--- src/sus_pkg.sv ---
// shared types and constants for the sorted unique key set
package sus_pkg;

    localparam int SUS_CAPACITY = 16;
    localparam int SUS_KEY_BITS = 16;

    localparam int SUS_IN_KEY_BITS  = 16;
    localparam int SUS_IN_KIND_BITS = 8;
    localparam int SUS_STATUS_BITS  = 3;
    localparam int SUS_COUNT_BITS   = 5;
    localparam int SUS_S_DATA_BITS  = 24;
    localparam int SUS_M_DATA_BITS  = 8;

    localparam logic [SUS_IN_KIND_BITS-1:0] SUS_KIND_RESET = 8'd3;

    localparam logic SUS_OP_INSERT = 1'b0;
    localparam logic SUS_OP_REMOVE = 1'b1;

    typedef enum logic [SUS_STATUS_BITS-1:0] {
        STATUS_INSERTED  = 3'd0,
        STATUS_DUPLICATE = 3'd1,
        STATUS_REMOVED   = 3'd2,
        STATUS_NOT_FOUND = 3'd3,
        STATUS_FILTERED  = 3'd4,
        STATUS_FULL      = 3'd5
    } status_t;

    typedef enum logic {
        ST_IDLE,
        ST_EXEC
    } state_t;

    // per-cycle command broadcast to every cell
    typedef struct packed {
        logic shift_in;
        logic shift_out;
    } cell_ctrl_t;

endpackage

--- src/sus_cell.sv ---
// one slot of the sorted key chain: compare against the request key and shift
module sus_cell #(
    parameter int KEY_BITS = sus_pkg::SUS_KEY_BITS
) (
    input  logic                aclk,
    input  sus_pkg::cell_ctrl_t ctrl,
    input  logic [KEY_BITS-1:0] req_key,
    input  logic                occupied,
    input  logic                left_lt,
    input  logic [KEY_BITS-1:0] left_key,
    input  logic [KEY_BITS-1:0] right_key,
    output logic [KEY_BITS-1:0] key,
    output logic                lt,
    output logic                eq
);
    import sus_pkg::*;

    logic [KEY_BITS-1:0] key_reg;
    logic [KEY_BITS-1:0] key_next;

    assign key = key_reg;
    assign lt  = occupied && (key_reg < req_key);
    assign eq  = occupied && (key_reg == req_key);

    always_comb begin
        key_next = key_reg;
        if (ctrl.shift_in && !lt) begin
            // first slot not below the key takes it, the rest move up
            key_next = left_lt ? req_key : left_key;
        end else if (ctrl.shift_out && !lt) begin
            key_next = right_key;
        end
    end

    always_ff @(posedge aclk) begin
        key_reg <= key_next;
    end

endmodule

--- src/sorted_unique_key_set.sv ---
// top level of the sorted unique key set: request control and the cell chain
//
//  channel  | dir | payload                                   | beat when
//  ---------+-----+-------------------------------------------+------------------------
//  s_       | in  | tuser: operation; tdata: item_key, kind   | s_tvalid && s_tready
//  m_       | out | tdata: status, entry_count                | m_tvalid && m_tready
//  cfg_     | in  | cfg_data: max_accepted_kind               | cfg_valid && cfg_ready
//
//  each request is captured in the idle state and executed before the next beat is taken; in execute every cell
//  compares against the key in parallel and the chain shifts, count and status settle
//  reset (aresetn low, synchronous) empties the set and restores the kind limit to 3
//  the result sits in an output register; a stalled m_ side holds the next request
//  in the execute cycle until the register frees, no new beat is taken meanwhile
module sorted_unique_key_set #(
    parameter int CAPACITY = sus_pkg::SUS_CAPACITY,
    parameter int KEY_BITS = sus_pkg::SUS_KEY_BITS
) (
    input  logic                                aclk,
    input  logic                                aresetn,
    // request stream
    input  logic                                s_tvalid,
    output logic                                s_tready,
    input  logic [sus_pkg::SUS_S_DATA_BITS-1:0] s_tdata,  // item_key[15:0], item_kind[23:16]
    input  logic                                s_tuser,  // operation[0]
    // result stream
    output logic                                m_tvalid,
    input  logic                                m_tready,
    output logic [sus_pkg::SUS_M_DATA_BITS-1:0] m_tdata,  // status[2:0], entry_count[7:3]
    // kind limit register
    input  logic                                cfg_valid,
    output logic                                cfg_ready,
    input  logic [sus_pkg::SUS_IN_KIND_BITS-1:0] cfg_data
);
    import sus_pkg::*;

    localparam int CNT_BITS = $clog2(CAPACITY + 1);

    // state and handshake
    state_t state_reg;
    state_t state_next;
    logic   accept;
    logic   exec_fire;

    // captured request
    logic                        op_reg;
    logic [KEY_BITS-1:0]         key_reg;
    logic [SUS_IN_KIND_BITS-1:0] kind_reg;
    logic [SUS_IN_KIND_BITS-1:0] max_kind_reg;

    // set bookkeeping
    logic [CNT_BITS-1:0] count_reg;
    logic [CNT_BITS-1:0] count_next;
    logic                found;
    logic                full;
    status_t             status;
    cell_ctrl_t          ctrl;

    // result register
    logic                      m_valid_reg;
    status_t                   m_status_reg;
    logic [SUS_COUNT_BITS-1:0] m_count_reg;

    // chain wiring
    logic [KEY_BITS-1:0] cell_key [CAPACITY];
    logic [CAPACITY-1:0] cell_lt;
    logic [CAPACITY-1:0] cell_eq;

    logic [KEY_BITS+SUS_IN_KEY_BITS-1:0] key_wide;
    logic [CNT_BITS+SUS_COUNT_BITS-1:0]  count_wide;

    assign accept    = s_tvalid && s_tready;
    assign cfg_ready = 1'b1;
    assign key_wide  = {{KEY_BITS{1'b0}}, s_tdata[SUS_IN_KEY_BITS-1:0]};

    // next state
    always_comb begin
        state_next = state_reg;
        unique case (state_reg)
            ST_IDLE: if (s_tvalid) state_next = ST_EXEC;
            ST_EXEC: if (!m_valid_reg || m_tready) state_next = ST_IDLE;
            default: state_next = ST_IDLE;
        endcase
    end

    // state outputs
    always_comb begin
        s_tready  = 1'b0;
        exec_fire = 1'b0;
        unique case (state_reg)
            ST_IDLE: s_tready  = 1'b1;
            ST_EXEC: exec_fire = !m_valid_reg || m_tready;
            default: s_tready  = 1'b0;
        endcase
    end

    always_ff @(posedge aclk) begin
        if (!aresetn) begin
            state_reg <= ST_IDLE;
        end else begin
            state_reg <= state_next;
        end
    end

    // request capture, key trimmed or widened to the stored width
    always_ff @(posedge aclk) begin
        if (accept) begin
            op_reg   <= s_tuser;
            key_reg  <= key_wide[KEY_BITS-1:0];
            kind_reg <= s_tdata[SUS_IN_KEY_BITS +: SUS_IN_KIND_BITS];
        end
    end

    always_ff @(posedge aclk) begin
        if (!aresetn) begin
            max_kind_reg <= SUS_KIND_RESET;
        end else if (cfg_valid && cfg_ready) begin
            max_kind_reg <= cfg_data;
        end
    end

    // decide the operation from the parallel compare
    assign found = |cell_eq;
    assign full  = (count_reg == CNT_BITS'(CAPACITY));

    always_comb begin
        status         = STATUS_FILTERED;
        ctrl.shift_in  = 1'b0;
        ctrl.shift_out = 1'b0;
        count_next     = count_reg;
        priority if (kind_reg > max_kind_reg) begin
            status = STATUS_FILTERED;
        end else if (op_reg == SUS_OP_INSERT) begin
            priority if (found) begin
                status = STATUS_DUPLICATE;
            end else if (full) begin
                status = STATUS_FULL;
            end else begin
                status        = STATUS_INSERTED;
                ctrl.shift_in = exec_fire;
                count_next    = count_reg + CNT_BITS'(1);
            end
        end else begin
            if (found) begin
                status         = STATUS_REMOVED;
                ctrl.shift_out = exec_fire;
                count_next     = count_reg - CNT_BITS'(1);
            end else begin
                status = STATUS_NOT_FOUND;
            end
        end
    end

    always_ff @(posedge aclk) begin
        if (!aresetn) begin
            count_reg <= '0;
        end else if (exec_fire) begin
            count_reg <= count_next;
        end
    end

    // entry count shown in its 5-bit field
    assign count_wide = {{SUS_COUNT_BITS{1'b0}}, count_next};

    always_ff @(posedge aclk) begin
        if (!aresetn) begin
            m_valid_reg <= 1'b0;
        end else if (exec_fire) begin
            m_valid_reg <= 1'b1;
        end else if (m_tready) begin
            m_valid_reg <= 1'b0;
        end
    end

    always_ff @(posedge aclk) begin
        if (exec_fire) begin
            m_status_reg <= status;
            m_count_reg  <= count_wide[SUS_COUNT_BITS-1:0];
        end
    end

    assign m_tvalid = m_valid_reg;
    assign m_tdata  = {m_count_reg, m_status_reg};

    // chain of cells, slot 0 holds the smallest key
    for (genvar i = 0; i < CAPACITY; i++) begin : g_cell
        logic                occ;
        logic                left_lt;
        logic [KEY_BITS-1:0] left_key;
        logic [KEY_BITS-1:0] right_key;

        assign occ = (CNT_BITS'(i) < count_reg);

        if (i == 0) begin : g_first
            // nothing to the left is ever at or above the key
            assign left_lt  = 1'b1;
            assign left_key = key_reg;
        end else begin : g_mid
            assign left_lt  = cell_lt[i-1];
            assign left_key = cell_key[i-1];
        end

        if (i == CAPACITY - 1) begin : g_last
            assign right_key = cell_key[i];
        end else begin : g_inner
            assign right_key = cell_key[i+1];
        end

        sus_cell #(
            .KEY_BITS (KEY_BITS)
        ) u_cell (
            .aclk      (aclk),
            .ctrl      (ctrl),
            .req_key   (key_reg),
            .occupied  (occ),
            .left_lt   (left_lt),
            .left_key  (left_key),
            .right_key (right_key),
            .key       (cell_key[i]),
            .lt        (cell_lt[i]),
            .eq        (cell_eq[i])
        );
    end

endmodule
--- config.mk ---
export PLATFORM = sky130hd
export DESIGN_NAME = sorted_unique_key_set
export DESIGN_NICKNAME = d
export VERILOG_FILES = /design/src/sus_pkg.sv /design/src/sus_cell.sv /design/src/sorted_unique_key_set.sv
export SDC_FILE = /design/constraint.sdc
export NUM_CORES = 1
export LEC_CHECK = 0
export BUFFER_PORTS_ARGS = -buffer_cell sky130_fd_sc_hd__buf_2
export CAP_MARGIN = 20
export CELL_PAD_IN_SITES_DETAIL_PLACEMENT = 1
export CELL_PAD_IN_SITES_GLOBAL_PLACEMENT = 2
export CORE_MARGIN = 1
export CORE_UTILIZATION = 41
export DETAILED_ROUTE_END_ITERATION = 7
export PLACE_DENSITY = 0.89
export SLEW_MARGIN = 0
export SYNTH_ARGS = -nofsm -noshare
export SYNTH_HDL_FRONTEND = slang
export SYNTH_HIERARCHICAL = 1
export SYNTH_SLANG_ARGS = --single-unit
--- constraint.sdc ---
create_clock -name aclk -period 5.13 [get_ports aclk]
set_input_delay 0.513 -clock aclk [delete_from_list [all_inputs] [get_ports aclk]]
set_output_delay 0.513 -clock aclk [all_outputs]
set_load 0.02 [all_outputs]
==> reports/qor.yml, run 1 <==
die-area_um2: 61700
antennaDiodeCount: 0
timing.critical_path.fanout_max: 33
grt_antenna_before_repair: 2
final.min_clock_period_ns: 4.71
max_freq_ghz: 0.212
finalWorstSetupSlack_ns: 0.416
critical-path-max-stage-delay_ns: 0.61
cp-start-kind: "flop"
numClockSinks: 304
critPathKind: "flop to flop"
path_clk_slew_ns: 0.06
post_synth_most_frequent_cells: "352 x sky130_fd_sc_hd__mux2_2, 306 x sky130_fd_sc_hd__inv_1, 289 x sky130_fd_sc_hd__edfxtp_1"
detail_placement_hpwl_um: 51200
ir_worst_vdd_mv: 0.226
final_nets: 2453
initial_cell_density_of_the_core: 0.419
routedWlPerCell_um: 23.7
fp.dieH_um: 248
pre_cts_slack_ns: 0.473
synth_edf_count: 289
cts_buffers: 38
post_cts.repair.setup_buffers: 0
startpoint: "g_cell[0].left_key[11]"
tightest_slew_ns: 0.818
reg2reg_from: "g_cell[0].left_key[11]"
ys_seq_area_frac: 0.361
mappedNetlistArea_um2: 24900
clock-root-buffer: "sky130_fd_sc_hd__clkbuf_16"
gpl.final_weighted_congestion: 0.838
worst_slew_margin_rel: 0.451
total_power_mw: 6.69
crit_path_cell_trace: "buf_4 -> inv_1 -> ha_1 -> nand4_4 -> nor4_4 -> and3_2 -> nor4_2 -> and4_1 -> nand3_4 -> nor3_4 -> buf_4 -> inv_1 -> a31oi_4 -> mux2_2"
die_width_um: 248
status: "finished clean"
synthFlopType: "sky130_fd_sc_hd__edfxtp_1"
slew_viol_final: 0
whs_path_depth: 1
post_synth_num_cell_types: 50
numPortBuffers: 47
cts.path.max_buffers: 3
first_pass_grt_wire_length_um: 109000
globalRouteTotalUtil: 0.226
core_area_um2: 59500
hold_class: "input port to flop"
synthesis.yosys.warnings: 6
yosysMostFrequentCell: "sky130_fd_sc_hd__mux2_2"
core.rowCount: 89
timing.hold.worst.start: "s_tdata[12]"
worst_r2r_dst: "g_cell[4].u_cell/key[3]"
number_of_buffer_and_inverter_instances_along_the_worst_setup_path: 4
layout_cells_sized_above_1: 0.383
r2r_cells: 14
finalSetupViolCount: 0
worst-r2r-setup-slack_ns: 0.42
power.static_leakage_nw: 10.5
dr_total_vias: 16500
hold_slack_ns: 0.112
drt_iter0_drc: 887
areaGrowthSynthToFinish_pct: 9.77
yosysTopAreaCell: "sky130_fd_sc_hd__edfxtp_1"
number_of_placed_cells_counting_well_taps: 2880
grt_overflow: 0
end_kind: "flop"
rsz0062_at_grt: "false"
grt_start_max_net_pins: 34
maxCapViolCount: 0
worst_path_required_ns: 5.43
largest_reg_flops: 256
critical_path.top_delay_family: "simple AND/OR/NAND/NOR gates"
pin_count: 49
synthTopCellsByArea: "sky130_fd_sc_hd__edfxtp_1 35%, sky130_fd_sc_hd__mux2_2 16%, sky130_fd_sc_hd__ha_1 13%"
drc: 0
antenna_violating_nets_post_route: 0
clock_latency_reported_for_the_late_side_of_the_worst_skew_pair_ns: 0.58
postSynthRegisterBits: 304
crit_arrival_ns: 5.01
post_layout_nonfiller_instances: 2950
final_hold_viol_count: 0
syn_area_per_cell_um2: 12.0
grt_pass1_vias: 18400
hold_end: "g_cell[0].left_key[12]"
vias_per_cell: 5.61
async_flop_share: 0
tritoncts: "built"
timing.setup.tns_ns: 0
power-per-cell-area_nw_per_um2: 245
yosys.area.top_type_share: 0.348
cts.hold.buffers_added: 0
worst_path_max_delay_cell: "sky130_fd_sc_hd__a31oi_4"
layout_worst_path_cycle_share: 0.919
cts_htree_levels: 2
finClkSkew_ns: 0.0340
totalWireLength_um: 69900
postCtsResizedCells: 0
drt_first_pass_iters: 5
mapped_cells: 2077
==> logic make-up after synthesis <==
family	Yosys count	share of synthesized area
flops	304	0.361
buf+inv	365	0.0659
other cells	1	0.000151
simple gates	373	0.105
fa+ha+maj	268	0.135
xor+xnor	4	0.00141
mux	520	0.259
compound gates	242	0.0735
==> metrics by stage <==
stage | area [um2] | util
floorplan | 24900 | -
global placement | 26000 | 0.437
detailed placement | 26000 | 0.437
CTS | 27300 | 0.460
global route | 27300 | 0.460
finish | 27300 | 0.460
==> how the worst max path moves through the flow <==
stage                               endpoint  cells after the start
global route        g_cell[11].u_cell/key[4]                     14
finish               g_cell[4].u_cell/key[3]                     14
global placement     g_cell[0].u_cell/key[4]                     14
CTS                  g_cell[4].u_cell/key[3]                     14
floorplan           g_cell[15].u_cell/key[0]                     12
detailed placement   g_cell[4].u_cell/key[3]                     14
==> routing by layer <==
| metal | track usage | vias to the layer above | part of all wire |
|---|---|---|---|
| met3 | 0.0282 | 132 | 0.040 |
| met1 | 0.279 | 8455 | 0.42 |
| met2 | 0.404 | 311 | 0.51 |
| li1 | - | 7635 | - |
| met5 | 0.00927 | - | 0.0011 |
| met4 | 0.0768 | 2 | 0.030 |
==> power by group <==
group	switching, mW	internal [mW]	total, mW
Sequential	0.0426	2.77	2.81
Combinational	0.561	0.364	0.925
Clock	1.15	1.80	2.95
==> cells in the final DEF (no fill, tap or decap), drive strengths merged, types with 21 or more instances in the layout <==
master,synthesis,layout
mux2,512,512
inv,306,306
edfxtp,289,289
ha,268,268
nand2,128,128
a21oi,104,104
nor2,100,100
buf,20,88
o21ai,68,68
clkbuf,39,45
nand4,37,37
and3,32,32
nor4,21,21
==> area by class of cell <==
cell class                      instances  area, um2
Tap cell                              773        967
Sequential cell                       304       8980
Timing Repair Buffer                   88        576
Clock inverter                         25        322
Fill cell                            6275      32100
Multi-Input combinational cell       1409      14300
Clock buffer                           45       1040
Inverter                              306       1150
No activity file was read; power rests on OpenSTA's default activity.
==> run 2: changes to the inputs <==
--- a/config.mk
+++ b/config.mk
@@ -12,6 +12,7 @@
 export CORE_MARGIN = 1
 export CORE_UTILIZATION = 41
 export DETAILED_ROUTE_END_ITERATION = 7
+export MAX_ROUTING_LAYER = met4
 export PLACE_DENSITY = 0.89
 export SLEW_MARGIN = 0
 export SYNTH_ARGS = -nofsm -noshare
==> run 2 against run 1 <==
Compared with the run above:
- hold slack better by 0.0054 ns
- register-to-register slack hardly changed
- sequential share of layout area hardly changed
- routed wire length hardly changed
- critical path type unchanged
- largest power group unchanged
==> reports/qor.yml, run 2 (synthesis gave the netlist of run 1 again) <==
status: "finished clean"
dr_total_vias: 16500
detail_placement_hpwl_um: 51200
maxCapViolCount: 0
layout_cells_sized_above_1: 0.383
power.static_leakage_nw: 10.5
cts.hold.buffers_added: 0
ir_worst_vdd_mv: 0.225
final.min_clock_period_ns: 4.71
final_nets: 2453
worst_path_required_ns: 5.43
numClockSinks: 304
core.rowCount: 89
clock-root-buffer: "sky130_fd_sc_hd__clkbuf_16"
drt_first_pass_iters: 5
worst-r2r-setup-slack_ns: 0.42
finClkSkew_ns: 0.0364
cp-start-kind: "flop"
max_freq_ghz: 0.212
first_pass_grt_wire_length_um: 109000
tritoncts: "built"
total_power_mw: 6.69
core_area_um2: 59500
finalSetupViolCount: 0
routedWlPerCell_um: 23.7
post_cts.repair.setup_buffers: 0
fp.dieH_um: 248
cts.path.max_buffers: 3
tightest_slew_ns: 0.840
worst_slew_margin_rel: 0.437
grt_pass1_vias: 18400
pin_count: 49
rsz0062_at_grt: "false"
initial_cell_density_of_the_core: 0.419
totalWireLength_um: 70000
layout_worst_path_cycle_share: 0.918
antenna_violating_nets_post_route: 0
clock_latency_reported_for_the_late_side_of_the_worst_skew_pair_ns: 0.58
gpl.final_weighted_congestion: 0.851
layout.core_utilization: 0.460
mostFrequentLayoutCell: "sky130_fd_sc_hd__mux2_2"
cts_htree_levels: 2
power-per-cell-area_nw_per_um2: 245
hold_class: "input port to flop"
cts_buffers: 38
grt_start_max_net_pins: 34
filler_cell_count: 6274
final_hold_viol_count: 0
numPortBuffers: 47
largest_reg_flops: 256
die-area_um2: 61700
timing.critical_path.fanout_max: 33
crit_arrival_ns: 5.01
postCtsResizedCells: 0
grt_overflow: 0
vias_per_cell: 5.59
timing.setup.tns_ns: 0
path_clk_slew_ns: 0.06
areaGrowthSynthToFinish_pct: 9.78
drt_iter0_drc: 923
die_width_um: 248
critPathKind: "flop to flop"
globalRouteTotalUtil: 0.233
grt_antenna_before_repair: 3
drc: 0
mostFrequentLayoutCells: "352 x sky130_fd_sc_hd__mux2_2, 306 x sky130_fd_sc_hd__inv_1, 289 x sky130_fd_sc_hd__edfxtp_1"
end_kind: "flop"
slew_viol_final: 0
==> run 2: cell types whose count changed in the layout (fill, tap and decap cells not counted) <==
cell and delta:
sky130_fd_sc_hd__diode_2 +1
==> run 2: worst paths after layout <==
kind,start,to,cells past startpoint
max,g_cell[0].left_key[11],g_cell[12].u_cell/key[0],14
min,s_tdata[12],g_cell[0].left_key[12],1
max reg2reg,g_cell[0].left_key[11],g_cell[12].u_cell/key[0],14
min reg2reg,max_kind_reg[3],max_kind_reg[3],2
==> run 2: report_power, final <==
part / internal [mW] / leakage (nW) / switching (mW)
clock: 1.80 / 0.669 / 1.15
sequential: 2.77 / 2.37 / 0.0426
combinational: 0.364 / 7.49 / 0.561
==> run 2: layout make-up <==
cell class	count	area (um2)	area share
Multi-Input combinational cell	1409	14300	0.523
Tap cell	773	967	0.0354
Antenna cell	1	2.50	0.0000915
Timing Repair Buffer	88	576	0.0211
Clock inverter	25	322	0.0118
Clock buffer	45	1040	0.0380
Sequential cell	304	8980	0.328
Inverter	306	1150	0.0420
==> run 2: per-layer routing <==
layer | part of all wire | global-route usage | routed length [um] | vias up
li1 | - | - | - | 7638
met3 | 0.035 | 0.0282 | 2450 | 129
met1 | 0.43 | 0.281 | 29900 | 8426
met5 | 0 | - | 0 | -
met2 | 0.51 | 0.403 | 35700 | 305
met4 | 0.028 | 0.0767 | 1990 | 0
==> run 2: metrics by stage <==
| stage | std cells | cell area, um2 | hold WS (ns) | setup WS, ns |
|---|---|---|---|---|
| global route | 2950 | 27300 | 0.102 | 0.228 |
| floorplan | 2078 | 24900 | 0.445 | 0.633 |
| global placement | 2879 | 26000 | 0.474 | 0.681 |
| detailed placement | 2880 | 26000 | 0.494 | 0.473 |
| finish | 2951 | 27300 | 0.118 | 0.423 |
| CTS | 2950 | 27300 | 0.0877 | 0.401 |
==> run 2: critical path, cell delays in order, from the launching register on <==
cell and delay, ns:
sky130_fd_sc_hd__edfxtp_1 0.33, sky130_fd_sc_hd__buf_4 0.42, sky130_fd_sc_hd__inv_1 0.13, sky130_fd_sc_hd__ha_1 0.40, sky130_fd_sc_hd__nand4_4 0.14, sky130_fd_sc_hd__nor4_4 0.07
sky130_fd_sc_hd__and3_2 0.20, sky130_fd_sc_hd__nor4_2 0.51, sky130_fd_sc_hd__and4_1 0.47, sky130_fd_sc_hd__nand3_4 0.15, sky130_fd_sc_hd__nor3_4 0.16, sky130_fd_sc_hd__buf_4 0.28
sky130_fd_sc_hd__inv_1 0.12, sky130_fd_sc_hd__a31oi_4 0.61, sky130_fd_sc_hd__mux2_2 0.41
